## config.mk

```make
export PLATFORM = sky130hd
export DESIGN_NAME = spindle_rpm_to_pwm_control
export DESIGN_NICKNAME = d
export VERILOG_FILES = /design/src/sv/spm_pkg.sv /design/src/sv/spm_regs.sv /design/src/sv/spm_mul.sv /design/src/sv/spm_core.sv /design/src/sv/spindle_rpm_to_pwm_control.sv
export SDC_FILE = /design/constraint.sdc
export NUM_CORES = 2
export LEC_CHECK = 0
export ABC_CLOCK_PERIOD_IN_PS = 8900
export BUFFER_PORTS_ARGS = -buffer_cell sky130_fd_sc_hd__clkbuf_2
export CORE_UTILIZATION = 59
export DETAILED_ROUTE_END_ITERATION = 6
export HOLD_SLACK_MARGIN = 0.08
export PLACE_DENSITY = 0.79
export SYNTH_ARGS = -nofsm -noshare
export SYNTH_HDL_FRONTEND = slang
export SYNTH_SLANG_ARGS = --single-unit
```

## constraint.sdc

```tcl
create_clock -name clk_i -period 8.9 [get_ports clk_i]
set_input_delay 1.78 -clock clk_i [delete_from_list [all_inputs] [get_ports clk_i]]
set_output_delay 1.78 -clock clk_i [all_outputs]
set_load 0.1 [all_outputs]
```

## src/sv/spm_pkg.sv

```systemverilog
// Package for the spindle speed to PWM block.
// Holds the configuration types, register codes, sequencer states and duty clipping.
// Used by every module of the block; depends on nothing.
`default_nettype none

package spm_pkg;

  localparam int unsigned DUTY_BITS = 16;
  localparam int unsigned SPEED_W   = 20;
  localparam int unsigned DUTY_W    = 16;
  localparam int unsigned SLOPE_W   = 32;
  localparam int unsigned OVR_W     = 8;
  localparam int unsigned ADDR_W    = 5;
  localparam int unsigned DATA_W    = 32;
  localparam int unsigned MUL_W     = 32;
  localparam int unsigned PROD_W    = 2 * MUL_W;
  localparam int unsigned RAW_W     = SPEED_W + OVR_W;
  localparam int unsigned SCALED_W  = 22;
  localparam int unsigned SUM_W     = RAW_W + 1;
  localparam int unsigned SLOPE_FRAC = 24;

  // floor(x / 100) == (x * RECIP_100) >> RECIP_SHIFT for every x below 2^RAW_W
  localparam int unsigned RECIP_SHIFT = 35;
  localparam logic [MUL_W-1:0] RECIP_100 = 32'd343597384;

  localparam logic [SUM_W-1:0] DUTY_TOP = SUM_W'((64'd1 << DUTY_BITS) - 64'd1);

  localparam logic [1:0] CMD_OFF = 2'd0;

  localparam logic [2:0] REG_MIN_SPEED  = 3'd0;
  localparam logic [2:0] REG_MAX_SPEED  = 3'd1;
  localparam logic [2:0] REG_DUTY_SLOPE = 3'd2;
  localparam logic [2:0] REG_LASER_MODE = 3'd3;
  localparam logic [2:0] REG_DUTY_OFF   = 3'd4;
  localparam logic [2:0] REG_DUTY_MIN   = 3'd5;
  localparam logic [2:0] REG_DUTY_MAX   = 3'd6;
  localparam logic [2:0] REG_DROP_EN    = 3'd7;

  typedef struct packed {
    logic [SPEED_W-1:0] min_speed;
    logic [SPEED_W-1:0] max_speed;
    logic [SLOPE_W-1:0] duty_slope;
    logic               laser_mode;
    logic [DUTY_W-1:0]  duty_off;
    logic [DUTY_W-1:0]  duty_min;
    logic [DUTY_W-1:0]  duty_max;
    logic               drop_enable_at_off;
  } cfg_t;

  localparam cfg_t CFG_RESET = '{
    min_speed:          '0,
    max_speed:          SPEED_W'(16000),
    duty_slope:         '0,
    laser_mode:         1'b0,
    duty_off:           '0,
    duty_min:           DUTY_W'(1),
    duty_max:           DUTY_W'(1000),
    drop_enable_at_off: 1'b0
  };

  typedef struct packed {
    logic             en;
    logic [MUL_W-1:0] a;
    logic [MUL_W-1:0] b;
  } mul_req_t;

  typedef enum logic [2:0] {
    ST_IDLE,
    ST_SCALE,
    ST_RECIP,
    ST_SPLIT,
    ST_SLOPE,
    ST_WRITE
  } state_e;

  function automatic logic [DUTY_W-1:0] clip_duty(input logic [SUM_W-1:0] v);
    logic [SUM_W-1:0] c;
    c = (v > DUTY_TOP) ? DUTY_TOP : v;
    return c[DUTY_W-1:0];
  endfunction

endpackage

`default_nettype wire

```

## src/sv/spm_regs.sv

```systemverilog
// Configuration register file with an APB-style access port.
// Depends on spm_pkg for the register codes and the configuration struct.
`default_nettype none

module spm_regs (
  input  wire logic                       clk_i,
  input  wire logic                       rst_ni,
  input  wire logic                       psel,
  input  wire logic                       penable,
  input  wire logic                       pwrite,
  input  wire logic [spm_pkg::ADDR_W-1:0] paddr,
  input  wire logic [spm_pkg::DATA_W-1:0] pwdata,
  output logic      [spm_pkg::DATA_W-1:0] prdata,
  output logic                            pready,
  output spm_pkg::cfg_t                   cfg_o
);
  import spm_pkg::*;

  cfg_t       cfg_q;
  logic [2:0] idx;
  logic       wr_en;

  assign idx    = paddr[ADDR_W-1:2];
  assign wr_en  = psel & penable & pwrite;
  assign pready = 1'b1;
  assign cfg_o  = cfg_q;

  always_ff @(posedge clk_i or negedge rst_ni) begin
    if (!rst_ni) begin
      cfg_q <= CFG_RESET;
    end else if (wr_en) begin
      unique case (idx)
        REG_MIN_SPEED:  cfg_q.min_speed          <= pwdata[SPEED_W-1:0];
        REG_MAX_SPEED:  cfg_q.max_speed          <= pwdata[SPEED_W-1:0];
        REG_DUTY_SLOPE: cfg_q.duty_slope         <= pwdata[SLOPE_W-1:0];
        REG_LASER_MODE: cfg_q.laser_mode         <= pwdata[0];
        REG_DUTY_OFF:   cfg_q.duty_off           <= pwdata[DUTY_W-1:0];
        REG_DUTY_MIN:   cfg_q.duty_min           <= pwdata[DUTY_W-1:0];
        REG_DUTY_MAX:   cfg_q.duty_max           <= pwdata[DUTY_W-1:0];
        REG_DROP_EN:    cfg_q.drop_enable_at_off <= pwdata[0];
        default:        cfg_q                    <= cfg_q;
      endcase
    end
  end

  always_comb begin
    unique case (idx)
      REG_MIN_SPEED:  prdata = DATA_W'(cfg_q.min_speed);
      REG_MAX_SPEED:  prdata = DATA_W'(cfg_q.max_speed);
      REG_DUTY_SLOPE: prdata = DATA_W'(cfg_q.duty_slope);
      REG_LASER_MODE: prdata = DATA_W'(cfg_q.laser_mode);
      REG_DUTY_OFF:   prdata = DATA_W'(cfg_q.duty_off);
      REG_DUTY_MIN:   prdata = DATA_W'(cfg_q.duty_min);
      REG_DUTY_MAX:   prdata = DATA_W'(cfg_q.duty_max);
      REG_DROP_EN:    prdata = DATA_W'(cfg_q.drop_enable_at_off);
      default:        prdata = '0;
    endcase
  end

endmodule

`default_nettype wire

```

## src/sv/spm_mul.sv

```systemverilog
// Shared 32 by 32 unsigned multiplier with a registered product.
// Depends on spm_pkg for the request struct and widths.
`default_nettype none

module spm_mul (
  input  wire logic                       clk_i,
  input  spm_pkg::mul_req_t               req_i,
  output logic      [spm_pkg::PROD_W-1:0] prod_o
);
  import spm_pkg::*;

  logic [PROD_W-1:0] prod_q;
  logic [PROD_W-1:0] prod_d;

  assign prod_d = PROD_W'(req_i.a) * PROD_W'(req_i.b);
  assign prod_o = prod_q;

  always_ff @(posedge clk_i) begin
    if (req_i.en) begin
      prod_q <= prod_d;
    end
  end

endmodule

`default_nettype wire

```

## src/sv/spm_core.sv

```systemverilog
// Sequencer, held spindle state and output register.
// Drives the shared multiplier for override scaling, divide by 100 and slope.
// Depends on spm_pkg.
`default_nettype none

module spm_core (
  input  wire logic                        clk_i,
  input  wire logic                        rst_ni,
  input  spm_pkg::cfg_t                    cfg_i,
  input  wire logic                        in_valid_i,
  output logic                             in_ready_o,
  input  wire logic [1:0]                  command_i,
  input  wire logic [spm_pkg::SPEED_W-1:0] requested_speed_i,
  input  wire logic [spm_pkg::OVR_W-1:0]   override_percent_i,
  input  wire logic                        abort_active_i,
  output logic                             out_valid_o,
  input  wire logic                        out_ready_i,
  output logic      [spm_pkg::DUTY_W-1:0]  duty_value_o,
  output logic                             turn_ccw_o,
  output logic                             spindle_on_o,
  output logic      [spm_pkg::SPEED_W-1:0] actual_speed_o,
  output logic                             was_applied_o,
  output spm_pkg::mul_req_t                mul_req_o,
  input  wire logic [spm_pkg::PROD_W-1:0]  mul_prod_i
);
  import spm_pkg::*;

  state_e state_q, state_d;

  logic                ccw_q, run_q, abort_q;
  logic [SPEED_W-1:0]  req_q;
  logic [OVR_W-1:0]    ovr_q;
  logic [SCALED_W-1:0] scaled_q;
  logic [SPEED_W-1:0]  diff_q;
  logic [DUTY_W-1:0]   held_duty_q;
  logic                held_dir_q, held_en_q;
  logic [SPEED_W-1:0]  held_speed_q;
  logic                out_valid_q, applied_q;

  logic                accept, load;
  logic [SCALED_W-1:0] scaled_d;
  logic [SUM_W-1:0]    lin_sum, duty_sel;
  logic [DUTY_W-1:0]   duty_new, off_clip;
  logic [SPEED_W-1:0]  speed_new;

  assign accept   = in_valid_i & in_ready_o;
  assign load     = (state_q == ST_WRITE) & (~out_valid_q | out_ready_i);
  assign scaled_d = mul_prod_i[RECIP_SHIFT +: SCALED_W];
  assign lin_sum  = SUM_W'(mul_prod_i[SLOPE_FRAC +: RAW_W]) + SUM_W'(cfg_i.duty_min);
  assign off_clip = clip_duty(SUM_W'(cfg_i.duty_off));

  always_comb begin
    state_d = state_q;
    unique case (state_q)
      ST_IDLE: begin
        if (in_valid_i) begin
          state_d = (abort_active_i || command_i == CMD_OFF) ? ST_WRITE : ST_SCALE;
        end
      end
      ST_SCALE: state_d = ST_RECIP;
      ST_RECIP: state_d = ST_SPLIT;
      ST_SPLIT: state_d = ST_SLOPE;
      ST_SLOPE: state_d = ST_WRITE;
      ST_WRITE: begin
        if (load) begin
          state_d = ST_IDLE;
        end
      end
      default: state_d = ST_IDLE;
    endcase
  end

  always_comb begin
    in_ready_o = 1'b0;
    mul_req_o  = '0;
    unique case (state_q)
      ST_IDLE:  in_ready_o = 1'b1;
      ST_SCALE: begin
        mul_req_o.en = 1'b1;
        mul_req_o.a  = MUL_W'(req_q);
        mul_req_o.b  = MUL_W'(ovr_q);
      end
      ST_RECIP: begin
        mul_req_o.en = 1'b1;
        mul_req_o.a  = MUL_W'(mul_prod_i[RAW_W-1:0]);
        mul_req_o.b  = RECIP_100;
      end
      ST_SLOPE: begin
        mul_req_o.en = 1'b1;
        mul_req_o.a  = MUL_W'(diff_q);
        mul_req_o.b  = cfg_i.duty_slope;
      end
      ST_SPLIT, ST_WRITE: begin
        mul_req_o = '0;
      end
      default: begin
        mul_req_o = '0;
      end
    endcase
  end

  always_comb begin
    priority if (cfg_i.min_speed >= cfg_i.max_speed
                 || scaled_q >= SCALED_W'(cfg_i.max_speed)) begin
      duty_sel  = SUM_W'(cfg_i.duty_max);
      speed_new = cfg_i.max_speed;
    end else if (scaled_q == '0) begin
      duty_sel  = SUM_W'(cfg_i.duty_off);
      speed_new = '0;
    end else if (scaled_q <= SCALED_W'(cfg_i.min_speed)) begin
      duty_sel  = SUM_W'(cfg_i.duty_min);
      speed_new = cfg_i.min_speed;
    end else begin
      duty_sel  = lin_sum;
      speed_new = scaled_q[SPEED_W-1:0];
    end
    duty_new = clip_duty(duty_sel);
  end

  always_ff @(posedge clk_i) begin
    if (accept) begin
      ccw_q   <= command_i[1];
      run_q   <= (command_i != CMD_OFF);
      abort_q <= abort_active_i;
      req_q   <= (cfg_i.laser_mode && command_i[1]) ? '0 : requested_speed_i;
      ovr_q   <= override_percent_i;
    end
    if (state_q == ST_SPLIT) begin
      scaled_q <= scaled_d;
      diff_q   <= scaled_d[SPEED_W-1:0] - cfg_i.min_speed;
    end
  end

  always_ff @(posedge clk_i or negedge rst_ni) begin
    if (!rst_ni) begin
      state_q      <= ST_IDLE;
      held_duty_q  <= clip_duty(SUM_W'(CFG_RESET.duty_off));
      held_dir_q   <= 1'b0;
      held_en_q    <= 1'b0;
      held_speed_q <= '0;
      out_valid_q  <= 1'b0;
      applied_q    <= 1'b0;
    end else begin
      state_q <= state_d;
      if (load) begin
        out_valid_q <= 1'b1;
        applied_q   <= ~abort_q;
        if (!abort_q) begin
          if (!run_q) begin
            held_duty_q  <= off_clip;
            held_en_q    <= 1'b0;
            held_speed_q <= '0;
          end else begin
            held_dir_q   <= ccw_q;
            held_duty_q  <= duty_new;
            held_speed_q <= speed_new;
            held_en_q    <= ~(cfg_i.drop_enable_at_off && duty_new == off_clip);
          end
        end
      end else if (out_ready_i) begin
        out_valid_q <= 1'b0;
      end
    end
  end

  assign out_valid_o    = out_valid_q;
  assign duty_value_o   = held_duty_q;
  assign turn_ccw_o     = held_dir_q;
  assign spindle_on_o   = held_en_q;
  assign actual_speed_o = held_speed_q;
  assign was_applied_o  = applied_q;

endmodule

`default_nettype wire

```

## src/sv/spindle_rpm_to_pwm_control.sv

```systemverilog
// Spindle speed command to PWM compare value, top level.
// Depends on spm_pkg, spm_regs, spm_mul and spm_core.
//
// One command at a time. A running command (clockwise or counter-clockwise, no
// abort) goes after acceptance through three passes of the single shared 32x32
// multiplier (override scaling, divide by 100 via reciprocal, slope), followed by
// an operand split step and an output load step. After the load the sequencer
// returns to idle, and only there is the next command accepted. An off or aborted
// command goes from acceptance straight to the output load step. The result sits
// in an output register, so a new command is accepted while the previous result
// waits. A result is loaded only once the register is free, and the sequencer
// holds in its load step for as long as the receiver stalls. Configuration writes
// land at byte address 4*index and are taken at any time.
`default_nettype none

module spindle_rpm_to_pwm_control (
  input  wire logic                        clk_i,
  input  wire logic                        rst_ni,
  input  wire logic                        psel,
  input  wire logic                        penable,
  input  wire logic                        pwrite,
  input  wire logic [spm_pkg::ADDR_W-1:0]  paddr,
  input  wire logic [spm_pkg::DATA_W-1:0]  pwdata,
  output logic      [spm_pkg::DATA_W-1:0]  prdata,
  output logic                             pready,
  input  wire logic                        in_valid_i,
  output logic                             in_ready_o,
  input  wire logic [1:0]                  command_i,
  input  wire logic [spm_pkg::SPEED_W-1:0] requested_speed_i,
  input  wire logic [spm_pkg::OVR_W-1:0]   override_percent_i,
  input  wire logic                        abort_active_i,
  output logic                             out_valid_o,
  input  wire logic                        out_ready_i,
  output logic      [spm_pkg::DUTY_W-1:0]  duty_value_o,
  output logic                             turn_ccw_o,
  output logic                             spindle_on_o,
  output logic      [spm_pkg::SPEED_W-1:0] actual_speed_o,
  output logic                             was_applied_o
);
  import spm_pkg::*;

  cfg_t              cfg;
  mul_req_t          mul_req;
  logic [PROD_W-1:0] mul_prod;

  spm_regs u_regs (
    .clk_i   (clk_i),
    .rst_ni  (rst_ni),
    .psel    (psel),
    .penable (penable),
    .pwrite  (pwrite),
    .paddr   (paddr),
    .pwdata  (pwdata),
    .prdata  (prdata),
    .pready  (pready),
    .cfg_o   (cfg)
  );

  spm_mul u_mul (
    .clk_i  (clk_i),
    .req_i  (mul_req),
    .prod_o (mul_prod)
  );

  spm_core u_core (
    .clk_i              (clk_i),
    .rst_ni             (rst_ni),
    .cfg_i              (cfg),
    .in_valid_i         (in_valid_i),
    .in_ready_o         (in_ready_o),
    .command_i          (command_i),
    .requested_speed_i  (requested_speed_i),
    .override_percent_i (override_percent_i),
    .abort_active_i     (abort_active_i),
    .out_valid_o        (out_valid_o),
    .out_ready_i        (out_ready_i),
    .duty_value_o       (duty_value_o),
    .turn_ccw_o         (turn_ccw_o),
    .spindle_on_o       (spindle_on_o),
    .actual_speed_o     (actual_speed_o),
    .was_applied_o      (was_applied_o),
    .mul_req_o          (mul_req),
    .mul_prod_i         (mul_prod)
  );

endmodule

`default_nettype wire

```

==> impl_results.md <==
- Num CTS Buffers: 31
- Most common cell in the netlist: inv_1
- Max clock buf depth: 3
- Gate Count Post-Synth: between 4,000 and 5,000
- ANT nets after route: 0
- Worst rel slew slack: 11.9%
- Violated checks: design-rule violations
- Cell taking the most area after synthesis: fa_1
- Vias in the first global route: 36,300
- Total gr overflow: 0
- Detailed Route WL: 136,000 µm
- Fmax: 114 MHz
- Status: finished, violations left
- Largest net degree at the start of global routing: 90
- First-pass GRT wire length: 207,000 µm
- Fin Clk Skew: 0.0394 ns
- Period utilization: 98.3%
- DRC violations left: 49
- Placer Congestion: 0.968
- R2R depth: 29
- Max-Cap Viols: 0
- Die extent in y: 274 µm
- Area share of the largest cell type after synthesis: ~36%
- Top cells by area, synth: fa_1 36%, ha_1 9.5%, edfxtp_1 8.9%, dfrtp_1 8.7%, inv_1 7.8%
- CP max stage delay: 0.58 ns
- EDFF count, synth: between 100 and 150
- Worst-margin pin slew: 1.30 ns
- DR iter-0 viols: 3,895
- Fin. Hold Viols: 0
- Top cell by count, worst path: fa_1
- Layout cell share with drive strength beyond 1: 13.1%
- Final Slew Violations: 0
- # rows: 99
- Sequential share of the synthesized area: a little under a fifth
- Final setup margin: 0.153 ns
- GRT busiest layer: met2
- WL per Instance: 22.8 µm
- WP data required: 9.23 ns
- Hold Buf Count CTS: 0
- Initial Util: 59.8%
- GR Layer Usage met1: 48.0%
- Min Tclk post-route: 8.75 ns
- Total core area: 73,100 µm²
- Via count: 35,300
- Final Non-Filler Cells: 5,986
- Cell count after placement: 5,898
- Clock Latency Late Sink: 0.62 ns
- Number of port buffers: around 150
- Synthesized area: roughly 44,000 µm²
- M3 GR Usage: 6.66%
- Clock Tree Root: clkbuf_16
- Num ports: between 100 and 150
- Place WS: -0.0930 ns
- End of the worst register-to-register path: u_mul.prod_o[56]
- H-tree Lvls: 1
- Crit. End Element: flip-flop
- Ys Warns: 0
- Fraction of registers with async set or reset after synthesis: a little under three fifths
- Worst R2R Setup Slack: 0.15 ns
- R2R Path Start: u_core.state_q[1]
- Clock-pin slew on the worst setup and hold paths: 0.06 ns
- Die Footprint: 75,100 µm²
- HP Class: reg2reg
- Global Route Usage Sum: 36.7%
- Cell variety after synth: 90
- Startpoint of the worst hold path: u_mul.prod_o[56]
- Critical-path top delay cell: fa_1
- WHS Path Cells: 0
- WS Path Type: reg2reg
- Drt pass-1 iters: 7
- Final nets: between 6,000 and 7,000
- CTS sink count: about 300
- M2 GR Usage: approximately three fifths
- Worst setup SP type: flip-flop
- Initial antenna violation count: 6
- Synth Flop Type: dfrtp_1
- Critical path fanouts, max: 17
- CTS tree: yes
- Critical path arrival: 9.07 ns
- Most frequent cells after synthesis: 913 x inv_1, 776 x fa_1, 523 x nor2_1, 441 x nand2_1, 331 x ha_1
- Hold Crit Endpoint: u_core.scaled_q[21]
- Area delta synth->final: 12.4%
- Post-DP HPWL: 109,000 µm
- Avg Vias per Cell: 5.90
- Avg Synthesized Cell Area: ~9.4 µm²
- Chip width: 274 µm
- Final setup violating endpoints: 0
- Yosys reg bits: 295
-- cells in the final DEF, fill, tap and decap left out, types with 42 or more instances in the layout --
cell type,synthesis,layout
a22oi_1,42,42
clkbuf_2,1,144
nor2_1,523,518
a21o_1,71,58
ha_1,331,331
fa_1,776,775
dfrtp_1,152,150
a21oi_1,184,160
inv_1,913,913
conb_1,2,147
nand2_1,441,436
mux2i_1,46,46
and2_1,73,69
mux2_2,91,91
o21ai_0,150,148
edfxtp_1,130,130
buf_4,4,209
nand3_1,42,42
xnor2_1,64,64
-- final cells by class --
type                            instances  area [µm²]
Multi-Input combinational cell       3360       32300
Fill cell                            5700       24000
Antenna cell                            2        5.00
Clock buffer                           43         871
Sequential cell                       295        8050
Inverter                              913        3430
Clock inverter                         15         150
Tap cell                              959        1200
Timing Repair Buffer                  399        3150
-- flip-flops by register name (all words and copies together) (netlist names) --
signal                 cells
u_core.run_q               1
u_core.abort_q             1
u_regs.cfg_o             122
u_core.duty_value_o       16
u_core.out_valid_o         1
u_mul.prod_o              57
u_core.spindle_on_o        1
u_core.ccw_q               1
u_core.turn_ccw_o          1
u_core.scaled_q           22
u_core.ovr_q               8
u_core.was_applied_o       1
u_core.actual_speed_o     20
u_core.diff_q             20
u_core.req_q              20
u_core.state_q             3
-- repair_timing --
item / CTS / global route
endpoints found under the setup margin: 4 / 16
setup buffers: 0 / 22
cloned: 0 / 6
gates resized for setup: 5 / 76
pin swaps: 0 / 12
-- cell families after synthesis --
group | synth area share (%)
flops | 18.4
mux | 3.45
simple gates | 12.5
other cells | 0.0172
buf+inv | 9.70
fa+ha+maj | 45.0
xor+xnor | 1.76
compound gates | 9.12
-- worst max-delay path by stage --
stage / from / end / slack [ns]
CTS: u_core.state_q[0] / u_mul.prod_o[56] / 0.0003
detailed placement: u_core.state_q[1] / u_mul.prod_o[56] / -0.09
floorplan: u_core.state_q[1] / u_mul.prod_o[56] / 0.20
global placement: u_core.state_q[1] / u_mul.prod_o[56] / 0.008
finish: u_core.state_q[1] / u_mul.prod_o[56] / 0.15
global route: u_core.state_q[2] / u_mul.prod_o[56] / -0.13
-- critical path: cells and delay by family, from the launching register on --
kind,cells,cell delay [ns]
buffers and inverters,7,0.91
and+or+nand+nor,5,0.95
AOI/OAI and AO/OA,7,1.66
adders and majority gates,9,4.40
xor gates and xnor gates,1,0.08
DFF,1,0.44
-- stage by stage --
| stage | TNS (ns) | cell area (µm²) | util (%) | hold WS, ns |
|---|---|---|---|---|
| CTS | 0 | 48500 | 66.4 | 0.416 |
| global placement | 0 | 47500 | 65.0 | 0.411 |
| floorplan | 0 | 44200 | - | 0.400 |
| finish | 0 | 49100 | 67.2 | 0.415 |
| global route | -0.242 | 49100 | 67.2 | 0.433 |
| detailed placement | -0.145 | 47500 | 65.0 | 0.408 |
-- layer usage --
metal	routed length (µm)	up-vias
met5	71	-
met4	8590	10
met3	14800	515
met2	62600	2028
met1	50300	17700
li1	-	15100
Power is left out: the tool's default activity adds up to more than one toggle a clock period on the data nets, which glitch-free logic cannot reach.
